## config.mk

```make
export PLATFORM = sky130hd
export DESIGN_NAME = box_filter_row_sum
export DESIGN_NICKNAME = d
export VERILOG_FILES = /design/src/hw/rtl/brs_pkg.sv /design/src/hw/rtl/brs_cell.sv /design/src/hw/rtl/brs_out_buf.sv /design/src/hw/rtl/box_filter_row_sum.sv
export VERILOG_INCLUDE_DIRS = /design/src /design/src/hw/rtl
export SDC_FILE = /design/constraint.sdc
export NUM_CORES = 2
export LEC_CHECK = 0
export BUFFER_PORTS_ARGS = -buffer_cell sky130_fd_sc_hd__buf_2
export CAP_MARGIN = 5
export CELL_PAD_IN_SITES_DETAIL_PLACEMENT = 0
export CELL_PAD_IN_SITES_GLOBAL_PLACEMENT = 1
export CORE_MARGIN = 1
export CORE_UTILIZATION = 30
export DETAILED_ROUTE_END_ITERATION = 8
export HOLD_SLACK_MARGIN = 0.05
export MAX_ROUTING_LAYER = met4
export PLACE_DENSITY_LB_ADDON = 0.1
export SYNTH_ARGS = -nofsm -noshare
export SYNTH_HDL_FRONTEND = slang
export SYNTH_SLANG_ARGS = --single-unit
```

## constraint.sdc

```tcl
create_clock -name clk -period 143.8 [get_ports clk]
set_input_delay 21.57 -clock clk [delete_from_list [all_inputs] [get_ports clk]]
set_output_delay 21.57 -clock clk [all_outputs]
set_load 0.02 [all_outputs]
```

## src/hw/rtl/box_filter_row_sum_macros.svh

```systemverilog
// Assertion macros shared by the box filter row sum RTL.
`ifndef BOX_FILTER_ROW_SUM_MACROS_SVH
`define BOX_FILTER_ROW_SUM_MACROS_SVH

`ifndef SYNTHESIS

// Condition must hold at every edge out of reset.
`define BRS_ASSERT_ALWAYS(label, clk, rst_n, cond) \
    label: assert property (@(posedge clk) disable iff (!rst_n) (cond)) \
        else $error("box_filter_row_sum: invariant violated");

// Trigger at one edge implies the consequence at the next edge.
`define BRS_ASSERT_NEXT(label, clk, rst_n, trig, cons) \
    label: assert property (@(posedge clk) disable iff (!rst_n) (trig) |=> (cons)) \
        else $error("box_filter_row_sum: sequence violated");

`else

`define BRS_ASSERT_ALWAYS(label, clk, rst_n, cond)
`define BRS_ASSERT_NEXT(label, clk, rst_n, trig, cons)

`endif

`endif

```

## src/hw/rtl/brs_pkg.sv

```systemverilog
// Shared types and constants for the box filter row sum.
`timescale 1ns / 1ps

package brs_pkg;

    localparam int SAMPLE_W = 8;
    localparam int SUM_W    = 16;
    localparam int CHAN_W   = 2;
    localparam int CFG_W    = 7;
    localparam int CFG_IDX_W = 2;

    localparam logic [CFG_IDX_W-1:0] REG_WINDOW_WIDTH  = 2'd0;
    localparam logic [CFG_IDX_W-1:0] REG_CHANNEL_COUNT = 2'd1;

    localparam logic [CFG_W-1:0] WINDOW_RESET  = 7'd3;
    localparam logic [CFG_W-1:0] CHANNEL_RESET = 7'd1;

    typedef struct packed {
        logic [SUM_W-1:0]  window_sum;
        logic [CHAN_W-1:0] channel_index;
        logic              last_of_row;
    } result_t;

endpackage

```

## src/hw/rtl/brs_cell.sv

```systemverilog
// One delay-line cell: on shift, loads a new sample or takes its upstream neighbor; else holds.
`timescale 1ns / 1ps

module brs_cell
(
    input  logic                          clk,
    input  logic                          shift,
    input  logic                          load_new,
    input  logic [brs_pkg::SAMPLE_W-1:0] new_sample,
    input  logic [brs_pkg::SAMPLE_W-1:0] upstream,
    output logic [brs_pkg::SAMPLE_W-1:0] q
);

    logic [brs_pkg::SAMPLE_W-1:0] q_reg;
    logic [brs_pkg::SAMPLE_W-1:0] q_next;

    always_comb
    begin
        q_next = q_reg;
        if (shift)
        begin
            q_next = load_new ? new_sample : upstream;
        end
    end

    always_ff @(posedge clk)
    begin
        q_reg <= q_next;
    end

    assign q = q_reg;

endmodule

```

## src/hw/rtl/brs_out_buf.sv

```systemverilog
// Output register with a skid stage, so input takes a word while one waits.
`timescale 1ns / 1ps

module brs_out_buf
(
    input  logic              clk,
    input  logic              rst_n,
    input  logic              push,
    input  brs_pkg::result_t  push_data,
    output logic              can_push,
    output logic              out_valid,
    input  logic              out_ready,
    output brs_pkg::result_t  out_data
);

    logic             main_valid_reg, main_valid_next;
    logic             skid_valid_reg, skid_valid_next;
    brs_pkg::result_t main_reg, main_next;
    brs_pkg::result_t skid_reg, skid_next;
    logic             pop;

    assign pop = main_valid_reg && out_ready;

    always_comb
    begin
        main_valid_next = main_valid_reg;
        skid_valid_next = skid_valid_reg;
        main_next       = main_reg;
        skid_next       = skid_reg;
        if (skid_valid_reg)
        begin
            // no push possible here: drain skid into main on pop
            if (pop)
            begin
                main_next       = skid_reg;
                skid_valid_next = 1'b0;
            end
        end
        else if (!main_valid_reg || pop)
        begin
            main_valid_next = push;
            main_next       = push_data;
        end
        else if (push)
        begin
            skid_valid_next = 1'b1;
            skid_next       = push_data;
        end
    end

    always_ff @(posedge clk or negedge rst_n)
    begin
        if (!rst_n)
        begin
            main_valid_reg <= 1'b0;
            skid_valid_reg <= 1'b0;
        end
        else
        begin
            main_valid_reg <= main_valid_next;
            skid_valid_reg <= skid_valid_next;
        end
    end

    always_ff @(posedge clk)
    begin
        main_reg <= main_next;
        skid_reg <= skid_next;
    end

    assign can_push  = !skid_valid_reg;
    assign out_valid = main_valid_reg;
    assign out_data  = main_reg;

endmodule

```

## src/hw/rtl/box_filter_row_sum.sv

```systemverilog
// Top level of the streaming horizontal box filter row sum.
//
//   port group          direction  payload
//   s_* (samples)       in         tdata = sample[7:0]; tlast = end_of_row
//   m_* (window sums)   out        tdata = window_sum[15:0]; tuser = channel_index[1:0];
//                                  tlast = last_of_row
//   cfg_* (registers)   in         cfg_index selects, cfg_data[6:0] written on cfg_we
//
// One sample word per clock while s_tready is high; once the window fills, each sum is registered onto m_*.
// The delay line is a chain of MAX_WINDOW*MAX_CHANNELS cells; new samples enter at
// cell window*channels-1 and leave from cell 0, so the oldest sample is always at hand.
// Reset clears sums and counters; delay cells hold no reset value and need no clearing.
// s_tready drops only when both the output register and its skid stage hold words.
`timescale 1ns / 1ps
`include "box_filter_row_sum_macros.svh"

module box_filter_row_sum
#(
    parameter int MAX_WINDOW   = 64,
    parameter int MAX_CHANNELS = 4
)
(
    input  logic                           clk,
    input  logic                           rst_n,
    input  logic                           s_tvalid,
    output logic                           s_tready,
    input  logic [brs_pkg::SAMPLE_W-1:0]   s_tdata,   // [7:0] sample
    input  logic                           s_tlast,
    output logic                           m_tvalid,
    input  logic                           m_tready,
    output logic [brs_pkg::SUM_W-1:0]      m_tdata,   // [15:0] window_sum
    output logic [brs_pkg::CHAN_W-1:0]     m_tuser,   // [1:0] channel_index
    output logic                           m_tlast,
    input  logic                           cfg_we,
    input  logic [brs_pkg::CFG_IDX_W-1:0]  cfg_index,
    input  logic [brs_pkg::CFG_W-1:0]      cfg_data
);

    localparam int DEPTH = MAX_WINDOW * MAX_CHANNELS;
    localparam int DW    = (DEPTH > 1) ? $clog2(DEPTH) : 1;
    localparam int WW    = $clog2(MAX_WINDOW + 1);
    localparam int CCW   = $clog2(MAX_CHANNELS + 1);
    localparam int CPW   = (MAX_CHANNELS > 1) ? $clog2(MAX_CHANNELS) : 1;
    localparam int PW    = WW + CCW;
    localparam logic [WW-1:0]  WIDTH_RESET_EFF =
        WW'((MAX_WINDOW < 3) ? MAX_WINDOW : 3);
    localparam logic [CCW-1:0] CHAN_RESET_EFF  = CCW'(1);
    localparam logic [DW-1:0]  LEN_RESET_M1    =
        DW'(((MAX_WINDOW < 3) ? MAX_WINDOW : 3) - 1);

    // configuration
    logic [brs_pkg::CFG_W-1:0] window_reg, window_next;
    logic [2:0]                chans_reg, chans_next;
    logic [WW-1:0]             eff_w_reg, eff_w_next;
    logic [CCW-1:0]            eff_c_reg, eff_c_next;
    logic [DW-1:0]             len_m1_reg, len_m1_next;
    logic [PW-1:0]             len_prod;

    // row state
    logic [CPW-1:0]            chan_pos_reg, chan_pos_next;
    logic [WW-1:0]             pixels_reg, pixels_next;
    logic [brs_pkg::SUM_W-1:0] sums_reg [MAX_CHANNELS];
    logic [brs_pkg::SUM_W-1:0] sum_new;
    logic [brs_pkg::SUM_W-1:0] sum_sub;

    logic                      accept;
    logic                      full_window;
    logic                      emit;
    logic                      pixel_done;
    logic                      cfg_known;
    logic                      row_clear;
    logic                      can_push;
    brs_pkg::result_t          result;
    brs_pkg::result_t          out_word;

    logic [brs_pkg::SAMPLE_W-1:0] cell_q [DEPTH];

    assign accept   = s_tvalid && s_tready;
    assign s_tready = can_push;

    // ---------------- configuration ----------------
    always_comb
    begin
        window_next = window_reg;
        chans_next  = chans_reg;
        if (cfg_we)
        begin
            unique case (cfg_index)
                brs_pkg::REG_WINDOW_WIDTH:  window_next = cfg_data;
                brs_pkg::REG_CHANNEL_COUNT: chans_next  = cfg_data[2:0];
                default: ;
            endcase
        end

        if (window_next == '0)
            eff_w_next = WW'(1);
        else if (32'(window_next) > 32'(MAX_WINDOW))
            eff_w_next = WW'(MAX_WINDOW);
        else
            eff_w_next = WW'(window_next);

        if (chans_next == '0)
            eff_c_next = CCW'(1);
        else if (32'(chans_next) > 32'(MAX_CHANNELS))
            eff_c_next = CCW'(MAX_CHANNELS);
        else
            eff_c_next = CCW'(chans_next);

        len_prod    = PW'(eff_w_next) * PW'(eff_c_next);
        len_m1_next = DW'(len_prod - PW'(1));
    end

    always_ff @(posedge clk or negedge rst_n)
    begin
        if (!rst_n)
        begin
            window_reg <= brs_pkg::WINDOW_RESET;
            chans_reg  <= brs_pkg::CHANNEL_RESET[2:0];
            eff_w_reg  <= WIDTH_RESET_EFF;
            eff_c_reg  <= CHAN_RESET_EFF;
            len_m1_reg <= LEN_RESET_M1;
        end
        else
        begin
            window_reg <= window_next;
            chans_reg  <= chans_next;
            eff_w_reg  <= eff_w_next;
            eff_c_reg  <= eff_c_next;
            len_m1_reg <= len_m1_next;
        end
    end

    // ---------------- delay chain ----------------
    genvar k;
    generate
        for (k = 0; k < DEPTH; k++)
        begin : g_cell
            brs_cell u_cell
            (
                .clk        (clk),
                .shift      (accept),
                .load_new   ((len_m1_reg == DW'(k)) || (k == DEPTH - 1)),
                .new_sample (s_tdata),
                .upstream   (cell_q[(k == DEPTH - 1) ? k : k + 1]),
                .q          (cell_q[k])
            );
        end
    endgenerate

    // ---------------- running sums ----------------
    assign full_window = 32'(pixels_reg) >= 32'(eff_w_reg);
    assign emit        = accept && (32'(pixels_reg) + 32'd1 >= 32'(eff_w_reg));
    assign pixel_done  = 32'(chan_pos_reg) + 32'd1 >= 32'(eff_c_reg);
    // a write to an unknown index leaves the row alone
    assign cfg_known   = (cfg_index == brs_pkg::REG_WINDOW_WIDTH) ||
                         (cfg_index == brs_pkg::REG_CHANNEL_COUNT);
    assign row_clear   = (cfg_we && cfg_known) || (accept && s_tlast);

    // drop the sample leaving the window, add the new one
    assign sum_sub = full_window ? brs_pkg::SUM_W'(cell_q[0]) : '0;
    assign sum_new = sums_reg[chan_pos_reg] - sum_sub + brs_pkg::SUM_W'(s_tdata);

    always_comb
    begin
        chan_pos_next = chan_pos_reg;
        pixels_next   = pixels_reg;
        if (row_clear)
        begin
            chan_pos_next = '0;
            pixels_next   = '0;
        end
        else if (accept)
        begin
            if (pixel_done)
            begin
                chan_pos_next = '0;
                if (!full_window)
                    pixels_next = pixels_reg + WW'(1);
            end
            else
            begin
                chan_pos_next = chan_pos_reg + CPW'(1);
            end
        end
    end

    always_ff @(posedge clk or negedge rst_n)
    begin
        if (!rst_n)
        begin
            chan_pos_reg <= '0;
            pixels_reg   <= '0;
            for (int i = 0; i < MAX_CHANNELS; i++)
                sums_reg[i] <= '0;
        end
        else
        begin
            chan_pos_reg <= chan_pos_next;
            pixels_reg   <= pixels_next;
            if (row_clear)
            begin
                for (int i = 0; i < MAX_CHANNELS; i++)
                    sums_reg[i] <= '0;
            end
            else if (accept)
            begin
                sums_reg[chan_pos_reg] <= sum_new;
            end
        end
    end

    // ---------------- output ----------------
    always_comb
    begin
        result.window_sum    = sum_new;
        result.channel_index = brs_pkg::CHAN_W'(chan_pos_reg);
        result.last_of_row   = s_tlast;
    end

    brs_out_buf u_out_buf
    (
        .clk       (clk),
        .rst_n     (rst_n),
        .push      (emit),
        .push_data (result),
        .can_push  (can_push),
        .out_valid (m_tvalid),
        .out_ready (m_tready),
        .out_data  (out_word)
    );

    assign m_tdata = out_word.window_sum;
    assign m_tuser = out_word.channel_index;
    assign m_tlast = out_word.last_of_row;

    // ---------------- checks ----------------
    `BRS_ASSERT_ALWAYS(a_pixels_sat, clk, rst_n, pixels_reg <= eff_w_reg)
    `BRS_ASSERT_ALWAYS(a_chan_range, clk, rst_n, 32'(chan_pos_reg) < 32'(eff_c_reg))
    `BRS_ASSERT_NEXT(a_row_clear, clk, rst_n, accept && s_tlast,
        chan_pos_reg == '0 && pixels_reg == '0)
    `BRS_ASSERT_NEXT(a_emit_shows, clk, rst_n, emit, m_tvalid)
    `BRS_ASSERT_NEXT(a_len_match, clk, rst_n, 1'b1,
        32'(len_m1_reg) + 32'd1 == 32'(eff_w_reg) * 32'(eff_c_reg))

endmodule

```

==> tab_implementation.tex <==
\begin{tabular}{lr}
\hline
Metric & Value \\
\hline
\multicolumn{2}{l}{\textbf{GRT}} \\
\quad Number of antenna violations at the first check in global routing & 26 \\
\quad Total global routing track utilization & 0.161 \\
\quad Total gr overflow & 0 \\
\quad Via count of the first global-routing pass & approximately 54000 \\
\quad Wire length of the first global-routing pass & 367 mm \\
\quad Largest net degree at the start of global routing & roughly 160 \\
\multicolumn{2}{l}{\textbf{Outcome}} \\
\quad Result of the run & finished, final reports clean \\
\multicolumn{2}{l}{\textbf{STA}} \\
\quad RSZ-0062 raised after global routing & false \\
\quad Pins over their slew limit & 0 \\
\quad Max transition margin & 0.274 \\
\quad Number of failing hold endpoints at the final stage & 0 \\
\quad Maximum achievable frequency & about 39 MHz \\
\quad Slew @ Worst Pin & about 1.1 ns \\
\quad Final cycle utilization of the critical path & 0.179 \\
\quad Final worst clock skew & 0.0345 ns \\
\quad Setup violation total in the final timing report & 0 \\
\quad Sum of negative setup slack & 0 ns \\
\quad Minimum clock period & $\sim$26 ns \\
\multicolumn{2}{l}{\textbf{Clocking}} \\
\quad CTS Hold Bufs & 0 \\
\quad H-tree lvl count & 5 \\
\quad Post-cts gate resize count & 0 \\
\quad Deepest clock path buffer count & 4 \\
\quad TritonCTS clock tree & done \\
\quad Count of clock tree sinks & between 2000 and 2500 \\
\quad Clock latency on the worst-skew pair & roughly 0.9 ns \\
\quad Clock input transition at the sequential cells of the worst setup and hold paths & roughly 0.06 ns \\
\quad Number of buffers created by CTS & 267 \\
\quad Root buf cell & clkbuf\_16 \\
\quad Setup repair bufs after CTS & 0 \\
\multicolumn{2}{l}{\textbf{Synthesis}} \\
\quad Top-count cell post-synth & edfxtp\_1 \\
\quad Seq cells post-synth & around 2200 \\
\quad Biggest area consumer among synthesized cells & edfxtp\_1 \\
\quad Total of warnings raised by yosys & 0 \\
\quad Fraction of the yosys area taken by sequential cells & 0.706 \\
\quad Area share of the leading cell type in the synthesized netlist & 0.678 \\
\quad Synthesized area per cell & 13.1 µm² \\
\quad Cell Area, Synth & between 0.09 and 0.1 mm² \\
\quad Syn nets & 7137 \\
\quad Ranking of synthesized cells by instance count & edfxtp\_1, nand2\_1, o21ai\_0 \\
\quad Share of flip-flops with an asynchronous set or reset & 0.0462 \\
\quad EDFF count, synth & 2086 \\
\quad Synthesized netlist cell count & approximately 7100 \\
\quad Top post-synthesis cells by area & edfxtp\_1, o21ai\_0, mux2\_2 \\
\quad Post-synth cell types & 61 \\
\quad Top FF cell, synth & edfxtp\_1 \\
\multicolumn{2}{l}{\textbf{Place}} \\
\quad Total instance count after detailed placement & $\sim$11000 \\
\quad Placer congestion estimate & around 0.74 \\
\quad Port Buffer Count & between 40 and 50 \\
\quad Final HPWL from detailed placement & 134 mm \\
\multicolumn{2}{l}{\textbf{Setup path}} \\
\quad Kind of end point of the critical path & flip-flop \\
\quad Longest individual stage delay on the worst path & 0.87 ns \\
\quad Cell with the most instances on the worst path & buf\_4 \\
\quad Largest fanout on the critical path & between 100 and 150 \\
\quad Startpoint type of the worst setup path & primary input \\
\quad Highest-delay cell along the critical path & buf\_4 \\
\quad Critical-path cell list & buf\_2 > nand2b\_1 > inv\_8 > buf\_4 > buf\_4 > buf\_4 > buf\_4 \\
\quad Arrival time at the worst endpoint & about 26 ns \\
\quad Category of the critical setup timing path & primary input to flip-flop \\
\quad Required time of the critical path & about 140 ns \\
\multicolumn{2}{l}{\textbf{Power and ir drop}} \\
\quad Combinational power share & 0.148 \\
\quad Internal portion of total power & 1.23 mW \\
\quad Share of power burned in registers & 0.480 \\
\quad Clock network fraction of total power & 0.373 \\
\quad Sw Share & 0.276 \\
\quad Cell leakage power & 38.4 nW \\
\quad VDD IR max & 8.54 µV \\
\quad Switching Power & 471 µW \\
\quad Power density over the cells & 16.3 mW/mm² \\
\multicolumn{2}{l}{\textbf{Job}} \\
\quad Maximum Capacitance Violations & 0 \\
\multicolumn{2}{l}{\textbf{Detailed routing}} \\
\quad Routed met3 length & approximately 9 mm \\
\quad Vias per std cell & 4.77 \\
\quad Amount of wire on met2 after detailed routing & 110 mm \\
\quad Met1 routed wirelength after detailed routing & about 120 mm \\
\quad Drt wl/cell & 21.7 µm \\
\quad DR pass1 iterations & 5 \\
\quad Post-detailed-routing wire length & $\sim$240 mm \\
\quad Vias & 53700 \\
\quad Final antenna-violating net count & 0 \\
\quad DRC violations left & 0 \\
\quad First DRT Iteration DRCs & between 4000 and 5000 \\
\quad Top routing layer in use & met4 \\
\multicolumn{2}{l}{\textbf{Final layout}} \\
\quad Final std cells w/o fill & between 10000 and 15000 \\
\quad Fraction of layout instances using a drive strength above 1 & 0.168 \\
\quad Area added between synthesis and finish & 13.4\% \\
\quad Final core area utilization & 0.342 \\
\quad Number of nets in the final layout & 7043 \\
\quad Max reg flops & a little over 2000 \\
\multicolumn{2}{l}{\textbf{Die}} \\
\quad Chip width & approximately 560 µm \\
\quad Initial cell density of the core & 0.302 \\
\quad Core footprint & roughly 0.3 mm² \\
\quad Die Y-Extent & approximately 560 µm \\
\quad Die ar. & 0.310 mm² \\
\quad Number of ports placed on the die boundary & 44 \\
\quad Placement row count & between 200 and 250 \\
\multicolumn{2}{l}{\textbf{Min path}} \\
\quad Hold Path Class & flip-flop to flip-flop \\
\hline
\end{tabular}
-- kinds of logic after synthesis --
| group | after synthesis | synth area share |
|---|---|---|
| buf+inv | 602 | 0.0258 |
| fa+ha+maj | 64 | 0.00981 |
| simple gates | 1931 | 0.0872 |
| compound gates | 1623 | 0.0916 |
| flops | 2187 | 0.706 |
| xor+xnor | 22 | 0.00209 |
| mux | 621 | 0.0776 |
-- stage by stage --
step                setup WS [ns]  hold slack [ns]  power [mW]  area, µm²
floorplan                   75.88            0.445        1.07      92300
global placement           117.21            0.456        1.09      96700
detailed placement         117.13            0.468        1.09      96700
CTS                        118.11            0.481        1.73     105000
global route               117.74            0.505        1.78     105000
finish                     118.07            0.480        1.70     105000
-- final timing paths --
check / from / endpoint / slack (ns) / cells past startpoint
max in group asynchronous: rst_n / len_m1_reg[0] / 121.82 / 2
worst min register to register: sums_reg[24] / sums_reg[24] / 0.48 / 2
min in group asynchronous: rst_n / sums_reg[44] / 20.68 / 1
worst max-delay path: s_tvalid / g_cell[138].u_cell.q[1] / 118.07 / 7
worst min-delay path: sums_reg[24] / sums_reg[24] / 0.48 / 2
worst max register to register: u_out_buf.skid_valid_reg / g_cell[138].u_cell.q[1] / 137.98 / 6
-- layout make-up --
cell class                      instances  area [µm²]
Sequential cell                      2187       65200
Clock buffer                          355        7110
Clock inverter                        110         885
Tap cell                             4100        5130
Fill cell                           30100      201000
Timing Repair Buffer                  158        1170
Multi-Input combinational cell       4261       24900
Inverter                               81         364
Antenna cell                            5        12.5
-- power by group through the flow --
stage,sequential (mW),clock [mW],combinational [mW]
after floorplan,0.904,0,0.163
after global placement,0.830,0,0.257
after detailed placement,0.830,0,0.257
after CTS,0.818,0.656,0.259
after global routing,0.824,0.676,0.282
final,0.817,0.635,0.252
-- cells in the final DEF (no fill, tap or decap), types with 12 or more instances in the layout --
cell type and count:
o21ai_0 1482, clkinv_2 23, nand2_1 1746, buf_2 34, and3_1 12, nor2_4 31
edfxtp_1 2086, nor3_4 12, a22o_1 52, fa_1 14, clkinv_1 54, nor4_4 13
clkbuf_16 271, mux2_2 595, inv_1 73, a21oi_1 40, buf_4 118, clkbuf_1 83
dfrtp_1 94, nand2b_1 18, mux4_2 16, nor2_1 30, ha_1 50, xnor2_1 14
-- per-layer routing --
metal	vias to the layer above	track usage
met5	-	-
met4	0	0.0455
met3	366	0.0200
met2	888	0.244
met1	27000	0.226
li1	25400	-
-- critical path, delay by kind of cell --
family | cells | cell delay (ns)
buf+inv | 6 | 3.87
simple gates | 1 | 0.32
Note: power is estimated with default switching activity, not from simulation.
